<file path="src/sv/ikt_pkg.sv">
// Shared types, keyword table and keyword match function for the tokenizer.
`default_nettype none
package ikt_pkg;

	localparam int MAX_KEYWORD_LEN_DEF = 10;
	localparam int POS_WIDTH_DEF       = 32;
	localparam int LEN_WIDTH_DEF       = 16;

	localparam int KW_BYTES = 10;   // longest keyword
	localparam int KW_COUNT = 39;
	localparam int KIND_W   = 6;
	localparam int SLEN_W   = 4;
	localparam int START_W  = 32;
	localparam int LENGTH_W = 16;

	localparam logic [KIND_W-1:0] KIND_IDENT = '0;

	// Keyword text, right-aligned, first character in the highest used byte.
	localparam logic [KW_BYTES*8-1:0] KW_LIT [KW_COUNT] = '{
		80'("let"), 80'("const"), 80'("function"), 80'("class"), 80'("interface"),
		80'("enum"), 80'("typedef"), 80'("namespace"), 80'("if"), 80'("else"),
		80'("for"), 80'("while"), 80'("do"), 80'("break"), 80'("continue"),
		80'("return"), 80'("true"), 80'("false"), 80'("null"), 80'("undefined"),
		80'("this"), 80'("void"), 80'("int"), 80'("float"), 80'("boolean"),
		80'("string"), 80'("try"), 80'("catch"), 80'("switch"), 80'("case"),
		80'("default"), 80'("extends"), 80'("implements"), 80'("public"),
		80'("private"), 80'("protected"), 80'("new"), 80'("throw"), 80'("typeof")
	};

	localparam logic [SLEN_W-1:0] KW_LEN [KW_COUNT] = '{
		4'd3, 4'd5, 4'd8, 4'd5, 4'd9, 4'd4, 4'd7, 4'd9, 4'd2, 4'd4,
		4'd3, 4'd5, 4'd2, 4'd5, 4'd8, 4'd6, 4'd4, 4'd5, 4'd4, 4'd9,
		4'd4, 4'd4, 4'd3, 4'd5, 4'd7, 4'd6, 4'd3, 4'd5, 4'd6, 4'd4,
		4'd7, 4'd7, 4'd10, 4'd6, 4'd7, 4'd9, 4'd3, 4'd5, 4'd6
	};

	// Finished word on its way to the keyword compare.
	typedef struct packed {
		logic [KW_BYTES-1:0][7:0] text;       // text[0] is the first byte
		logic [SLEN_W-1:0]        short_len;  // word length, 0 if too long
		logic [START_W-1:0]       start;
		logic [LENGTH_W-1:0]      length;
	} token_t;

	function automatic logic [KIND_W-1:0] kw_kind(
		input logic [KW_BYTES-1:0][7:0] text,
		input logic [SLEN_W-1:0]        len
	);
		logic [KIND_W-1:0] kind;
		logic              hit;
		logic [7:0]        ch;
		kind = KIND_IDENT;
		for (int k = 0; k < KW_COUNT; k++) begin
			hit = (len == KW_LEN[k]);
			for (int i = 0; i < KW_BYTES; i++) begin
				if (i < int'(KW_LEN[k])) begin
					ch = KW_LIT[k][(int'(KW_LEN[k]) - 1 - i) * 8 +: 8];
					if (text[i] != ch)
						hit = 1'b0;
				end
			end
			if (hit && kind == KIND_IDENT)
				kind = KIND_W'(k + 1);
		end
		return kind;
	endfunction

endpackage
`default_nettype wire

</file>
<file path="src/sv/identifier_keyword_tokenizer.sv">
// Top level of the identifier and keyword tokenizer.
// Usage:
//   Input channel (in_valid/in_ready): one source byte per request, char_code
//   plus end_of_text on the last byte of the stream. Every byte advances the
//   stream position, word byte or not.
//   Output channel (out_valid/out_ready): one token per finished word with
//   token_kind (0 identifier, 1..39 keyword), token_start and token_length.
//   A word ends on the first non-word byte or on a byte flagged end_of_text.
// Path: the token of a finished word goes from the scan register through
//   the keyword compare into the output reg.
// Throughput: one byte per cycle while the output is not held, set by the
//   combinational scan update and the parallel 39-way keyword compare.
// Stall: with the output held and the token register full, in_ready drops;
//   it stays high as long as the token register can move on.
// Reset: arst_n clears word state, position counter and both valid flags;
//   the prefix buffer is not cleared (only bytes written for the current
//   word are ever compared).
`default_nettype none
module identifier_keyword_tokenizer #(
	parameter int MAX_KEYWORD_LEN = ikt_pkg::MAX_KEYWORD_LEN_DEF,
	parameter int POS_WIDTH       = ikt_pkg::POS_WIDTH_DEF,
	parameter int LEN_WIDTH       = ikt_pkg::LEN_WIDTH_DEF
) (
	input  wire logic                    clk,
	input  wire logic                    arst_n,
	input  wire logic                    in_valid,
	output logic                         in_ready,
	input  wire logic [7:0]              char_code,
	input  wire logic                    end_of_text,
	output logic                         out_valid,
	input  wire logic                    out_ready,
	output logic [ikt_pkg::KIND_W-1:0]   token_kind,
	output logic [ikt_pkg::START_W-1:0]  token_start,
	output logic [ikt_pkg::LENGTH_W-1:0] token_length
);
	import ikt_pkg::*;

	logic   tok_valid;
	logic   tok_take;
	token_t tok;

	// scan stage: word tracking, one token register
	ikt_scan #(
		.MAX_KEYWORD_LEN(MAX_KEYWORD_LEN),
		.POS_WIDTH      (POS_WIDTH),
		.LEN_WIDTH      (LEN_WIDTH)
	) u_scan (
		.clk        (clk),
		.arst_n     (arst_n),
		.in_valid   (in_valid),
		.in_ready   (in_ready),
		.char_code  (char_code),
		.end_of_text(end_of_text),
		.tok_valid  (tok_valid),
		.tok        (tok),
		.tok_take   (tok_take)
	);

	// match stage: keyword lookup, result register
	ikt_match u_match (
		.clk         (clk),
		.arst_n      (arst_n),
		.tok_valid   (tok_valid),
		.tok         (tok),
		.tok_take    (tok_take),
		.out_valid   (out_valid),
		.out_ready   (out_ready),
		.token_kind  (token_kind),
		.token_start (token_start),
		.token_length(token_length)
	);

	// input only blocks when both stages are full and the output is stalled
	a_ready_blocks_only_when_full: assert property (@(posedge clk) disable iff (!arst_n)
		!in_ready |-> (tok_valid && out_valid && !out_ready))
		else $error("in_ready low without a full pipeline");

	// a token moved into the output register is shown next cycle
	a_take_loads_output: assert property (@(posedge clk) disable iff (!arst_n)
		tok_take |=> out_valid)
		else $error("token taken but output not valid");

	// keywords have lengths between two and the longest keyword
	a_keyword_length: assert property (@(posedge clk) disable iff (!arst_n)
		(out_valid && token_kind != KIND_IDENT) |->
		(token_length >= LENGTH_W'(2) && token_length <= LENGTH_W'(KW_BYTES)))
		else $error("keyword token with impossible length");

	// kind code stays within the keyword list
	a_kind_range: assert property (@(posedge clk) disable iff (!arst_n)
		out_valid |-> (token_kind <= KIND_W'(KW_COUNT)))
		else $error("token kind out of range");

endmodule
`default_nettype wire

</file>
<file path="src/sv/ikt_scan.sv">
// Byte scanner: word state, position counter, prefix buffer, token register.
`default_nettype none
module ikt_scan #(
	parameter int MAX_KEYWORD_LEN = ikt_pkg::MAX_KEYWORD_LEN_DEF,
	parameter int POS_WIDTH       = ikt_pkg::POS_WIDTH_DEF,
	parameter int LEN_WIDTH       = ikt_pkg::LEN_WIDTH_DEF
) (
	input  wire logic          clk,
	input  wire logic          arst_n,
	input  wire logic          in_valid,
	output logic               in_ready,
	input  wire logic [7:0]    char_code,
	input  wire logic          end_of_text,
	output logic               tok_valid,
	output ikt_pkg::token_t    tok,
	input  wire logic          tok_take
);
	import ikt_pkg::*;

	localparam int IDX_W = $clog2(MAX_KEYWORD_LEN);
	localparam logic [LEN_WIDTH-1:0] LEN_MAX = {LEN_WIDTH{1'b1}};

	function automatic logic is_letter(input logic [7:0] c);
		return (c >= "A" && c <= "Z") || (c >= "a" && c <= "z") || c == "_";
	endfunction

	function automatic logic is_digit(input logic [7:0] c);
		return c >= "0" && c <= "9";
	endfunction

	logic                 inside_q;
	logic [POS_WIDTH-1:0] pos_q;
	logic [POS_WIDTH-1:0] begin_q;
	logic [LEN_WIDTH-1:0] count_q;
	logic [7:0]           prefix_q [MAX_KEYWORD_LEN];
	logic                 valid_s1;
	token_t               tok_s1;

	logic                 accept;
	logic                 letter, word_byte;
	logic                 cont, term, start;
	logic                 upd_inside, emit;
	logic [LEN_WIDTH-1:0] upd_count;
	logic [POS_WIDTH-1:0] upd_begin;
	logic                 wr_en;
	logic [IDX_W-1:0]     wr_idx;
	token_t               tok_nxt;

	assign in_ready = !valid_s1 || tok_take;
	assign accept   = in_valid && in_ready;

	always_comb begin
		letter     = is_letter(char_code);
		word_byte  = letter || is_digit(char_code);
		cont       = inside_q && word_byte;
		term       = inside_q && !word_byte;
		start      = !inside_q && letter;
		upd_inside = start || cont;
		emit       = term || (end_of_text && upd_inside);

		if (start)
			upd_count = LEN_WIDTH'(1);
		else if (cont && count_q != LEN_MAX)
			upd_count = count_q + LEN_WIDTH'(1);
		else
			upd_count = count_q;
		upd_begin = start ? pos_q : begin_q;

		// prefix slot 0 on a start, next free slot while the word is short
		wr_en  = start || (cont && count_q < LEN_WIDTH'(MAX_KEYWORD_LEN));
		wr_idx = start ? '0 : count_q[IDX_W-1:0];

		for (int i = 0; i < KW_BYTES; i++)
			tok_nxt.text[i] = (wr_en && wr_idx == IDX_W'(i)) ? char_code : prefix_q[i];
		tok_nxt.short_len = (upd_count <= LEN_WIDTH'(KW_BYTES)) ? upd_count[SLEN_W-1:0] : '0;
		tok_nxt.start     = START_W'(upd_begin);
		tok_nxt.length    = LENGTH_W'(upd_count);
	end

	always_ff @(posedge clk or negedge arst_n) begin
		if (!arst_n) begin
			inside_q <= 1'b0;
			pos_q    <= '0;
			begin_q  <= '0;
			count_q  <= '0;
			valid_s1 <= 1'b0;
		end else begin
			if (accept) begin
				inside_q <= upd_inside && !end_of_text;
				pos_q    <= pos_q + POS_WIDTH'(1);
				begin_q  <= upd_begin;
				count_q  <= end_of_text ? '0 : upd_count;
				valid_s1 <= emit;
			end else if (tok_take) begin
				valid_s1 <= 1'b0;
			end
		end
	end

	always_ff @(posedge clk) begin
		if (accept && wr_en)
			prefix_q[wr_idx] <= char_code;
		if (accept && emit)
			tok_s1 <= tok_nxt;
	end

	assign tok_valid = valid_s1;
	assign tok       = tok_s1;

endmodule
`default_nettype wire

</file>
<file path="src/sv/ikt_match.sv">
// Keyword compare and output register.
`default_nettype none
module ikt_match (
	input  wire logic                          clk,
	input  wire logic                          arst_n,
	input  wire logic                          tok_valid,
	input  wire ikt_pkg::token_t               tok,
	output logic                               tok_take,
	output logic                               out_valid,
	input  wire logic                          out_ready,
	output logic [ikt_pkg::KIND_W-1:0]         token_kind,
	output logic [ikt_pkg::START_W-1:0]        token_start,
	output logic [ikt_pkg::LENGTH_W-1:0]       token_length
);
	import ikt_pkg::*;

	logic                out_valid_q;
	logic [KIND_W-1:0]   kind_q;
	logic [START_W-1:0]  start_q;
	logic [LENGTH_W-1:0] length_q;

	assign tok_take = tok_valid && (!out_valid_q || out_ready);

	always_ff @(posedge clk or negedge arst_n) begin
		if (!arst_n)
			out_valid_q <= 1'b0;
		else if (tok_take)
			out_valid_q <= 1'b1;
		else if (out_ready)
			out_valid_q <= 1'b0;
	end

	always_ff @(posedge clk) begin
		if (tok_take) begin
			kind_q   <= kw_kind(tok.text, tok.short_len);
			start_q  <= tok.start;
			length_q <= tok.length;
		end
	end

	assign out_valid    = out_valid_q;
	assign token_kind   = kind_q;
	assign token_start  = start_q;
	assign token_length = length_q;

endmodule
`default_nettype wire
</file>
<file path="config.mk">
export PLATFORM = sky130hd
export DESIGN_NAME = identifier_keyword_tokenizer
export DESIGN_NICKNAME = d
export VERILOG_FILES = /design/src/sv/ikt_pkg.sv /design/src/sv/identifier_keyword_tokenizer.sv /design/src/sv/ikt_scan.sv /design/src/sv/ikt_match.sv
export SDC_FILE = /design/constraint.sdc
export NUM_CORES = 1
export LEC_CHECK = 0
export BUFFER_PORTS_ARGS = -buffer_cell sky130_fd_sc_hd__buf_2
export CORE_MARGIN = 2
export CORE_UTILIZATION = 50
export DETAILED_ROUTE_END_ITERATION = 12
export GPL_TIMING_DRIVEN = 1
export PLACE_DENSITY_LB_ADDON = 0.05
export RECOVER_POWER = 50
export REMOVE_ABC_BUFFERS = 1
export SLEW_MARGIN = 25
export SYNTH_ARGS = -nofsm -noshare
export SYNTH_HDL_FRONTEND = slang
export SYNTH_SLANG_ARGS = --single-unit
</file>
<file path="constraint.sdc">
create_clock -name clk -period 10.4 [get_ports clk]
set_input_delay 1.04 -clock clk [delete_from_list [all_inputs] [get_ports clk]]
set_output_delay 1.04 -clock clk [all_outputs]
set_load 0.05 [all_outputs]
</file>
==> summary by stage, run 1 <==
Placed design
The HPWL after detailed placement is 27.2 mm. The congestion estimate from routability-driven global placement came to 0.971. The count of input and output buffers is 68.

The worst setup timing slack at the placement stage is 6350 ps.

Timing
At the pin with the least slew margin, the transition time is 3890 ps. The part of the cycle the worst path needs is 51.4%. The final number of max-transition violations is 266. In this run the tightest slew margin relative to its limit is -159%. The clock arrives with 36.4 ps of skew. The final worst setup slack is 5060 ps. Setup violations remaining at the end of the flow were counted as 0. The smallest hold slack is 411 ps. The upper clock frequency limit is 0.187 GHz. The hold violation total from the final report is 0. The final sum of negative setup slack is 0 ps. Setup repair after global routing left no endpoint under its margin. The minimum clock period after layout is 5340 ps.

Layout
The net total in the final layout is 1405. The filler cell count is 2618. The commonest non-fill, non-tap cell in the layout is sky130_fd_sc_hd__nand2_1. The growth of design area from synthesis to finish is 12.3%. Registers take 10100 sq um. Leaving out fill and tap cells, the most frequent cells in the layout are sky130_fd_sc_hd__nand2_1 (350), sky130_fd_sc_hd__edfxtp_1 (266), sky130_fd_sc_hd__dfrtp_1 (83), sky130_fd_sc_hd__clkbuf_1 (76), sky130_fd_sc_hd__nor2_1 (74). Summing all multi-input logic gate instances after layout gives 5250 sq um.

In the final layout, the share of cells above drive strength 1 is 7.68%.

Clocking
TritonCTS built the clock tree. The sink count of the clock tree is 349. The clock root buffer is sky130_fd_sc_hd__clkbuf_16. For the worst-skew pair, the clock arrives at the later sink with an insertion delay of 540 ps.

The number of cells upsized or downsized after cts is 0. The number of H-tree levels is 2. Clock-pin slew was measured on the worst setup and hold paths at 70 ps. The clock passes through at most 3 buffers. Post-CTS timing repair inserted 0 buffers for setup. The number of hold buffers added after CTS was 0. The number of CTS-inserted buffers is 37.

Critical path
The source of the critical timing path is char_code[4]. The critical path capture point type is a flip-flop. The largest fanout on the critical path is 49. The path type of the worst setup path is input pin to flip-flop. Data arrives at the worst endpoint at 5600 ps. The worst register-to-register path begins at u_match.out_valid. The required time at the endpoint of the critical path is 10660 ps. The critical path launch point type is an input pin.

Floorplanning
The number of placement rows is 64. The die extent in y is 180 microns. The top-level port count is 69. Once the floorplan was initialized, standard cells occupied 50.8% of the core.

The die covers 32500 sq um. After floorplanning, the core was sized to cover 30600 sq um. From left edge to right edge, the die measures 180 microns.

Route
The number of detailed-route iterations in the first pass is 6. Dividing the detail-routed wire length by the instance count gives 21.9 microns. The final layout contains routed wiring with a total length of 39.8 mm. The via density per instance is 5.87. Once detail routing completed, the nets flagged for antenna violations numbered 0. In the routed design, unresolved DRC markers number 0. The via count of the routed design is 10700. The first routing iteration left 938 violations.

Yosys
The fraction of registers with async set or reset after synthesis is 23.8%. The mapped cell area is 15500 sq um. The number of enable-type register cells in the synthesized netlist is 266. The predominant post-synthesis flop cell is sky130_fd_sc_hd__edfxtp_1. Counting distinct cell types in the post-synthesis netlist gives 79.

The number of register bits inferred by synthesis is 349. After technology mapping, the gate count stands at 1317. The number of warnings printed during yosys synthesis is 0. The post-synthesis sequential area ratio is 64.8%. The post-synthesis average cell area is 11.8 sq um.

Run status
The flow ran to the end, but the final reports show violations. The final reports fail on max-capacitance violations, max-slew violations.

GRT
The number of antenna violations at the first check in global routing came to 1. The first global-routing pass estimated 61.4 mm of wire. The global route total overflow is 0. Across every metal layer, demand over resource in global routing totals 24.4%. The number of global-route vias before repair is 10200.

The pin count of the biggest net entering global routing is 72.

Run
Max-cap violations in this run came to 5.

Min path
The startpoint of the worst hold path is u_scan.tok[8]. The path class of the tightest hold or removal check is flip-flop to flip-flop.

Power
VDD sags by at most 162 uV. The power density of the placed cells is 180 nW/um^2. The total leakage power is 6.36 nW.
[layout make-up]
class,count,share of cell area (%)
antenna,1,0.0143
clock buffer,47,5.76
timing repair buffer,79,1.86
sequential,349,57.7
tap,396,2.84
multi-input combinational,910,30.1
clock inverter,21,1.46
inverter,13,0.280
[flip-flops by register name, indices dropped and copies added, names as in the netlist]
name,cells
u_scan.tok,132
u_scan.inside_q,1
u_scan.begin_q,32
u_match.out_valid,1
u_scan.pos_q,32
u_match.token_kind,6
u_scan.tok_valid,1
u_scan.count_q,16
u_scan.prefix_q,80
u_match.token_start,32
u_match.token_length,16
[report_power, final]
group	leakage, nW	internal [W]	switching [W]	total (W)
registers	3.54	0.00157	0.0000428	0.00161
logic	2.22	0.0000417	0.000144	0.000186
clock network	0.608	0.000793	0.000548	0.00134
[metrics by stage]
step                total power, W  cells  utilization, %  area (sq um)
floorplan                  0.00176   1272               -         15300
global placement           0.00183   1747            53.2         16300
detailed placement         0.00183   1747            53.2         16300
CTS                        0.00318   1815            57.3         17500
global route               0.00325   1816            57.0         17400
finish                     0.00314   1816            57.0         17400
[cell families (layout without fill, tap and decap cells)]
| family | after synthesis | in the layout | share of synthesized area [%] |
|---|---|---|---|
| and+or+nand+nor | 746 | 746 | 24.1 |
| DFF | 349 | 349 | 64.8 |
| AOI/OAI and AO/OA | 77 | 77 | 3.88 |
| buffers and inverters | 58 | 160 | 1.59 |
| muxes | 45 | 45 | 3.25 |
| xor gates and xnor gates | 40 | 40 | 2.26 |
| adders and majority gates | 2 | 2 | 0.161 |
| other | 0 | 1 | 0 |
[worst paths after layout]
check,endpoint,slack [ps],cells past startpoint
setup / recovery,u_scan.tok[83],5060,7
hold / removal,u_match.token_length[8],410,0
setup reg to reg,u_scan.pos_q[31],6440,9
hold reg to reg,u_match.token_length[8],410,0
max in group asynchronous,u_scan.count_q[2],5730,2
min in group asynchronous,u_scan.begin_q[19],550,1
[synthesized netlist by cell type, types with 3 or more instances]
library cell                count  area share [%]
sky130_fd_sc_hd__and2_1        16            0.64
sky130_fd_sc_hd__buf_2          4            0.13
sky130_fd_sc_hd__nand2b_1      12            0.48
sky130_fd_sc_hd__nand3_1       49             1.6
sky130_fd_sc_hd__nor4bb_1       6            0.39
sky130_fd_sc_hd__xor2_1        10            0.56
sky130_fd_sc_hd__edfxtp_1     266              51
sky130_fd_sc_hd__nor2_1        76             1.8
sky130_fd_sc_hd__o211ai_1       3            0.15
sky130_fd_sc_hd__nand2_1      350             8.5
sky130_fd_sc_hd__nor3_1        32             1.0
sky130_fd_sc_hd__dfrtp_1       83              13
sky130_fd_sc_hd__nand3b_1       8            0.39
sky130_fd_sc_hd__o2111ai_1      3            0.17
sky130_fd_sc_hd__buf_1          5            0.12
sky130_fd_sc_hd__mux2_1        29             2.1
sky130_fd_sc_hd__a21oi_1        9            0.29
sky130_fd_sc_hd__nand4_1       41             1.7
sky130_fd_sc_hd__or3_1         11            0.44
sky130_fd_sc_hd__nor3b_1        8            0.39
sky130_fd_sc_hd__and3b_1        3            0.17
sky130_fd_sc_hd__or4_1         11            0.53
sky130_fd_sc_hd__xnor2_1       30             1.7
sky130_fd_sc_hd__and4b_1        4            0.26
sky130_fd_sc_hd__o31ai_1        6            0.29
sky130_fd_sc_hd__o21ai_0       14            0.45
sky130_fd_sc_hd__a31oi_1        4            0.16
sky130_fd_sc_hd__a22o_1        12            0.68
sky130_fd_sc_hd__nor2b_1       24            0.97
sky130_fd_sc_hd__buf_6          3            0.22
sky130_fd_sc_hd__nor4_1        25             1.0
sky130_fd_sc_hd__clkbuf_1      32            0.77
sky130_fd_sc_hd__nand4bb_1      4            0.29
sky130_fd_sc_hd__nand4b_1      13            0.73
sky130_fd_sc_hd__inv_1         13            0.31
sky130_fd_sc_hd__nor3_2         4            0.26
sky130_fd_sc_hd__and3_1        20            0.81
sky130_fd_sc_hd__and4_1        10            0.56
sky130_fd_sc_hd__mux2_2        14             1.0
[routing by layer]
layer	part of all wire, %	GRT usage (%)	up-vias	wire (microns)
li1	-	-	4962	-
met5	0	0	-	0
met3	5.2	3.40	84	2080
met1	44	34.1	5250	17500
met2	47	39.4	359	18700
met4	3.8	9.16	0	1500
[worst max-delay path: stages]
cell and delay, ps:
sky130_fd_sc_hd__clkbuf_1 970, sky130_fd_sc_hd__o41a_1 350, sky130_fd_sc_hd__nand2_1 110, sky130_fd_sc_hd__nor3_1 150, sky130_fd_sc_hd__clkbuf_1 1730, sky130_fd_sc_hd__o211ai_1 830, sky130_fd_sc_hd__and2_1 400
No activity file was read; power rests on OpenSTA's default activity.
==> run 2: changes to the inputs <==
==> constraint.sdc (replaced) <==
create_clock -name clk -period 4.35 [get_ports clk]
set_input_delay 0.435 -clock clk [delete_from_list [all_inputs] [get_ports clk]]
set_output_delay 0.435 -clock clk [all_outputs]
set_load 0.05 [all_outputs]
==> summary by stage, run 2 (synthesis gave the netlist of run 1 again) <==
Route
After detailed routing, the number of remaining DRC violations is 0. The via density per instance is 5.96. The detail route stage leaves a number of antenna-violating nets equal to 0. The number of detailed-route iterations in the first pass is 5. The via count of the routed design is 10900. The detail-routed net length per standard cell is 22.5 microns. For this block, the routed nets add up to 41.2 mm of wire. The number of DRC markers after the initial detailed-route iteration is 1066.

Run status
The final reports fail on max-capacitance violations, max-slew violations. The run finished, with violations left.

Power
In this run the static leakage power is 6.42 nW. Overall power consumption after layout is estimated at 0.00758 W. The worst voltage drop across the vdd grid is 329 uV. The power density of the placed cells is 432 nW/um^2.

Layout
The flip-flop count of the largest register after layout is 132. The commonest non-fill, non-tap cell in the layout is sky130_fd_sc_hd__nand2_1. The fraction of final layout cells with drive strength greater than 1 is 8.03%. In the layout the commonest cells are sky130_fd_sc_hd__nand2_1 (350), sky130_fd_sc_hd__edfxtp_1 (266), sky130_fd_sc_hd__dfrtp_1 (83), sky130_fd_sc_hd__clkbuf_1 (82), sky130_fd_sc_hd__nor2_1 (74). Across the whole layout, storage elements account for 10100 sq um.

The net total in the final layout is 1419. Cells fill 57.4% of the core in the end. The area of combinational cells with multiple inputs is 5230 sq um. Compared with the post-synthesis result, the final layout area differs by 13.0%.

The filler cell count is 2607. After routing the design area is 17600 sq um.

Clocking
The TritonCTS clock tree is built. The sink count of the clock tree is 349. After clock tree synthesis, the flow added hold-fix buffers numbering 1.

The number of CTS-inserted buffers is 38. The maximum count of clock buffers along a single path is 3. Buffers added to address setup during post-CTS repair amount to 0. The clock root buffer is sky130_fd_sc_hd__clkbuf_16.

The number of H-tree levels is 2. The number of cells upsized or downsized after cts is 0. The insertion delay to the later sink of the worst-skew pair is 530 ps. The clock-pin transition on the worst setup and hold timing paths is 60 ps.

Floorplanning
Row generation in the floorplan step produced 64 rows. The total core area is 30600 sq um. In this run the vertical extent of the chip is 180 microns.

The top-level port count is 69. The die footprint is 32500 sq um. The initial utilization of the core area, before any placement, comes to 50.8%. The die is 180 microns wide.

Placed design
The worst setup timing slack at the placement stage is 1120 ps. The final weighted congestion of routability-driven global placement is 0.969. In this run the cell area measured after placement is 16400 sq um.

The HPWL after detailed placement is 28.6 mm. Input and output buffers added on the ports amount to 68.

Critical path
STA classifies the critical path startpoint as a flip-flop. The largest fanout on the critical path is 31. The worst setup path is captured at a flip-flop.

The arrival time reported for the critical path endpoint is 3790 ps. STA puts the critical path data required time at 4790 ps. By startpoint and endpoint, the worst setup path is classified as flip-flop to flip-flop.

GRT
The first global-routing pass estimated 64.0 mm of wire. For met1 alone, demand over resource in global routing was 36.0%. Global routing used 25.5% of the available tracks. The global route total overflow is 0. The number of antenna violations at the first check in global routing came to 0.

In the global route stage, met3 resource usage came out at 4.30%. Entering global routing, the biggest net connects 52 pins. The global routing met2 resource utilization is 40.4%.

The number of global-route vias before repair is 10700. The global-route layer with the greatest usage is met2.

Timing
The pin slew with the least headroom to its limit is 2900 ps. The minimum clock period after layout is 3350 ps. The worst slew margin relative to its limit is -93.1%.

The final number of max-transition violations was 152. On the final layout, the worst clock skew is 17.2 ps. Setup repair after global routing left no endpoint under its margin. The final-report setup violation count is 0.

The part of the cycle the worst path needs is 76.9%. Setup slack on the critical path of the routed design comes to 1000 ps. The upper clock frequency limit is 0.299 GHz. The final sum of negative setup slack is 0 ps. The hold violation total from the final report is 0.

Run
Max-cap violations in this run came to 4.

Min path
The tightest min-delay check is of the input pin to flip-flop type.
run 2: cell count changes in the layout (fill, tap and decap cells not counted), sizes merged:
| cell | delta |
|---|---|
| clkbuf | +12 |
| clkinvlp | +1 |
| buf | +7 |
| dlygate4sd3 | +1 |
| clkinv | -8 |
| inv | +2 |
| bufinv | -1 |
run 2: metal layers:
metal	share of wire (%)	vias to the layer above	routed length, microns
met5	0	-	0
met4	3.4	0	1380
met3	6.7	105	2770
met2	47	434	19200
met1	43	5372	17900
li1	-	4990	-
run 2: where the power goes:
group	internal [W]	total [W]	switching (W)
registers	0.00375	0.00385	0.000104
logic	0.000105	0.000463	0.000358
clock network	0.00196	0.00326	0.00130
run 2: per-stage QoR:
step	hold slack [ps]	instances
finish	202	1830
global route	233	1829
CTS	189	1829
detailed placement	405	1759
global placement	400	1759
floorplan	139	1272
run 2: final timing paths:
path | start | endpoint | slack (ps) | cells past startpoint
max | u_scan.tok_valid | u_scan.pos_q[7] | 1000 | 6
min | out_ready | u_match.out_valid | 200 | 3
max reg2reg | u_scan.tok_valid | u_scan.pos_q[7] | 1000 | 6
min reg2reg | u_scan.tok[18] | u_match.token_start[2] | 420 | 0
max in group asynchronous | arst_n | u_scan.begin_q[4] | 1250 | 3
min in group asynchronous | arst_n | u_scan.begin_q[22] | 1390 | 2
run 2: layout make-up:
cell class,instances,share of cell area [%]
clock buffers,54,6.29
well taps,396,2.82
diodes,1,0.0143
flip-flops and latches,349,57.3
repair buffers,92,2.40
clock inverters,15,1.07
multi-input cells,910,29.8
inverters,13,0.278
run 2: critical path: stages (launching register included):
cell	delay [ps]
sky130_fd_sc_hd__dfrtp_1	390
sky130_fd_sc_hd__nand3b_1	200
sky130_fd_sc_hd__nand2_1	830
sky130_fd_sc_hd__clkbuf_1	1210
sky130_fd_sc_hd__nor2_1	310
sky130_fd_sc_hd__nand2_1	180
sky130_fd_sc_hd__xnor2_1	130
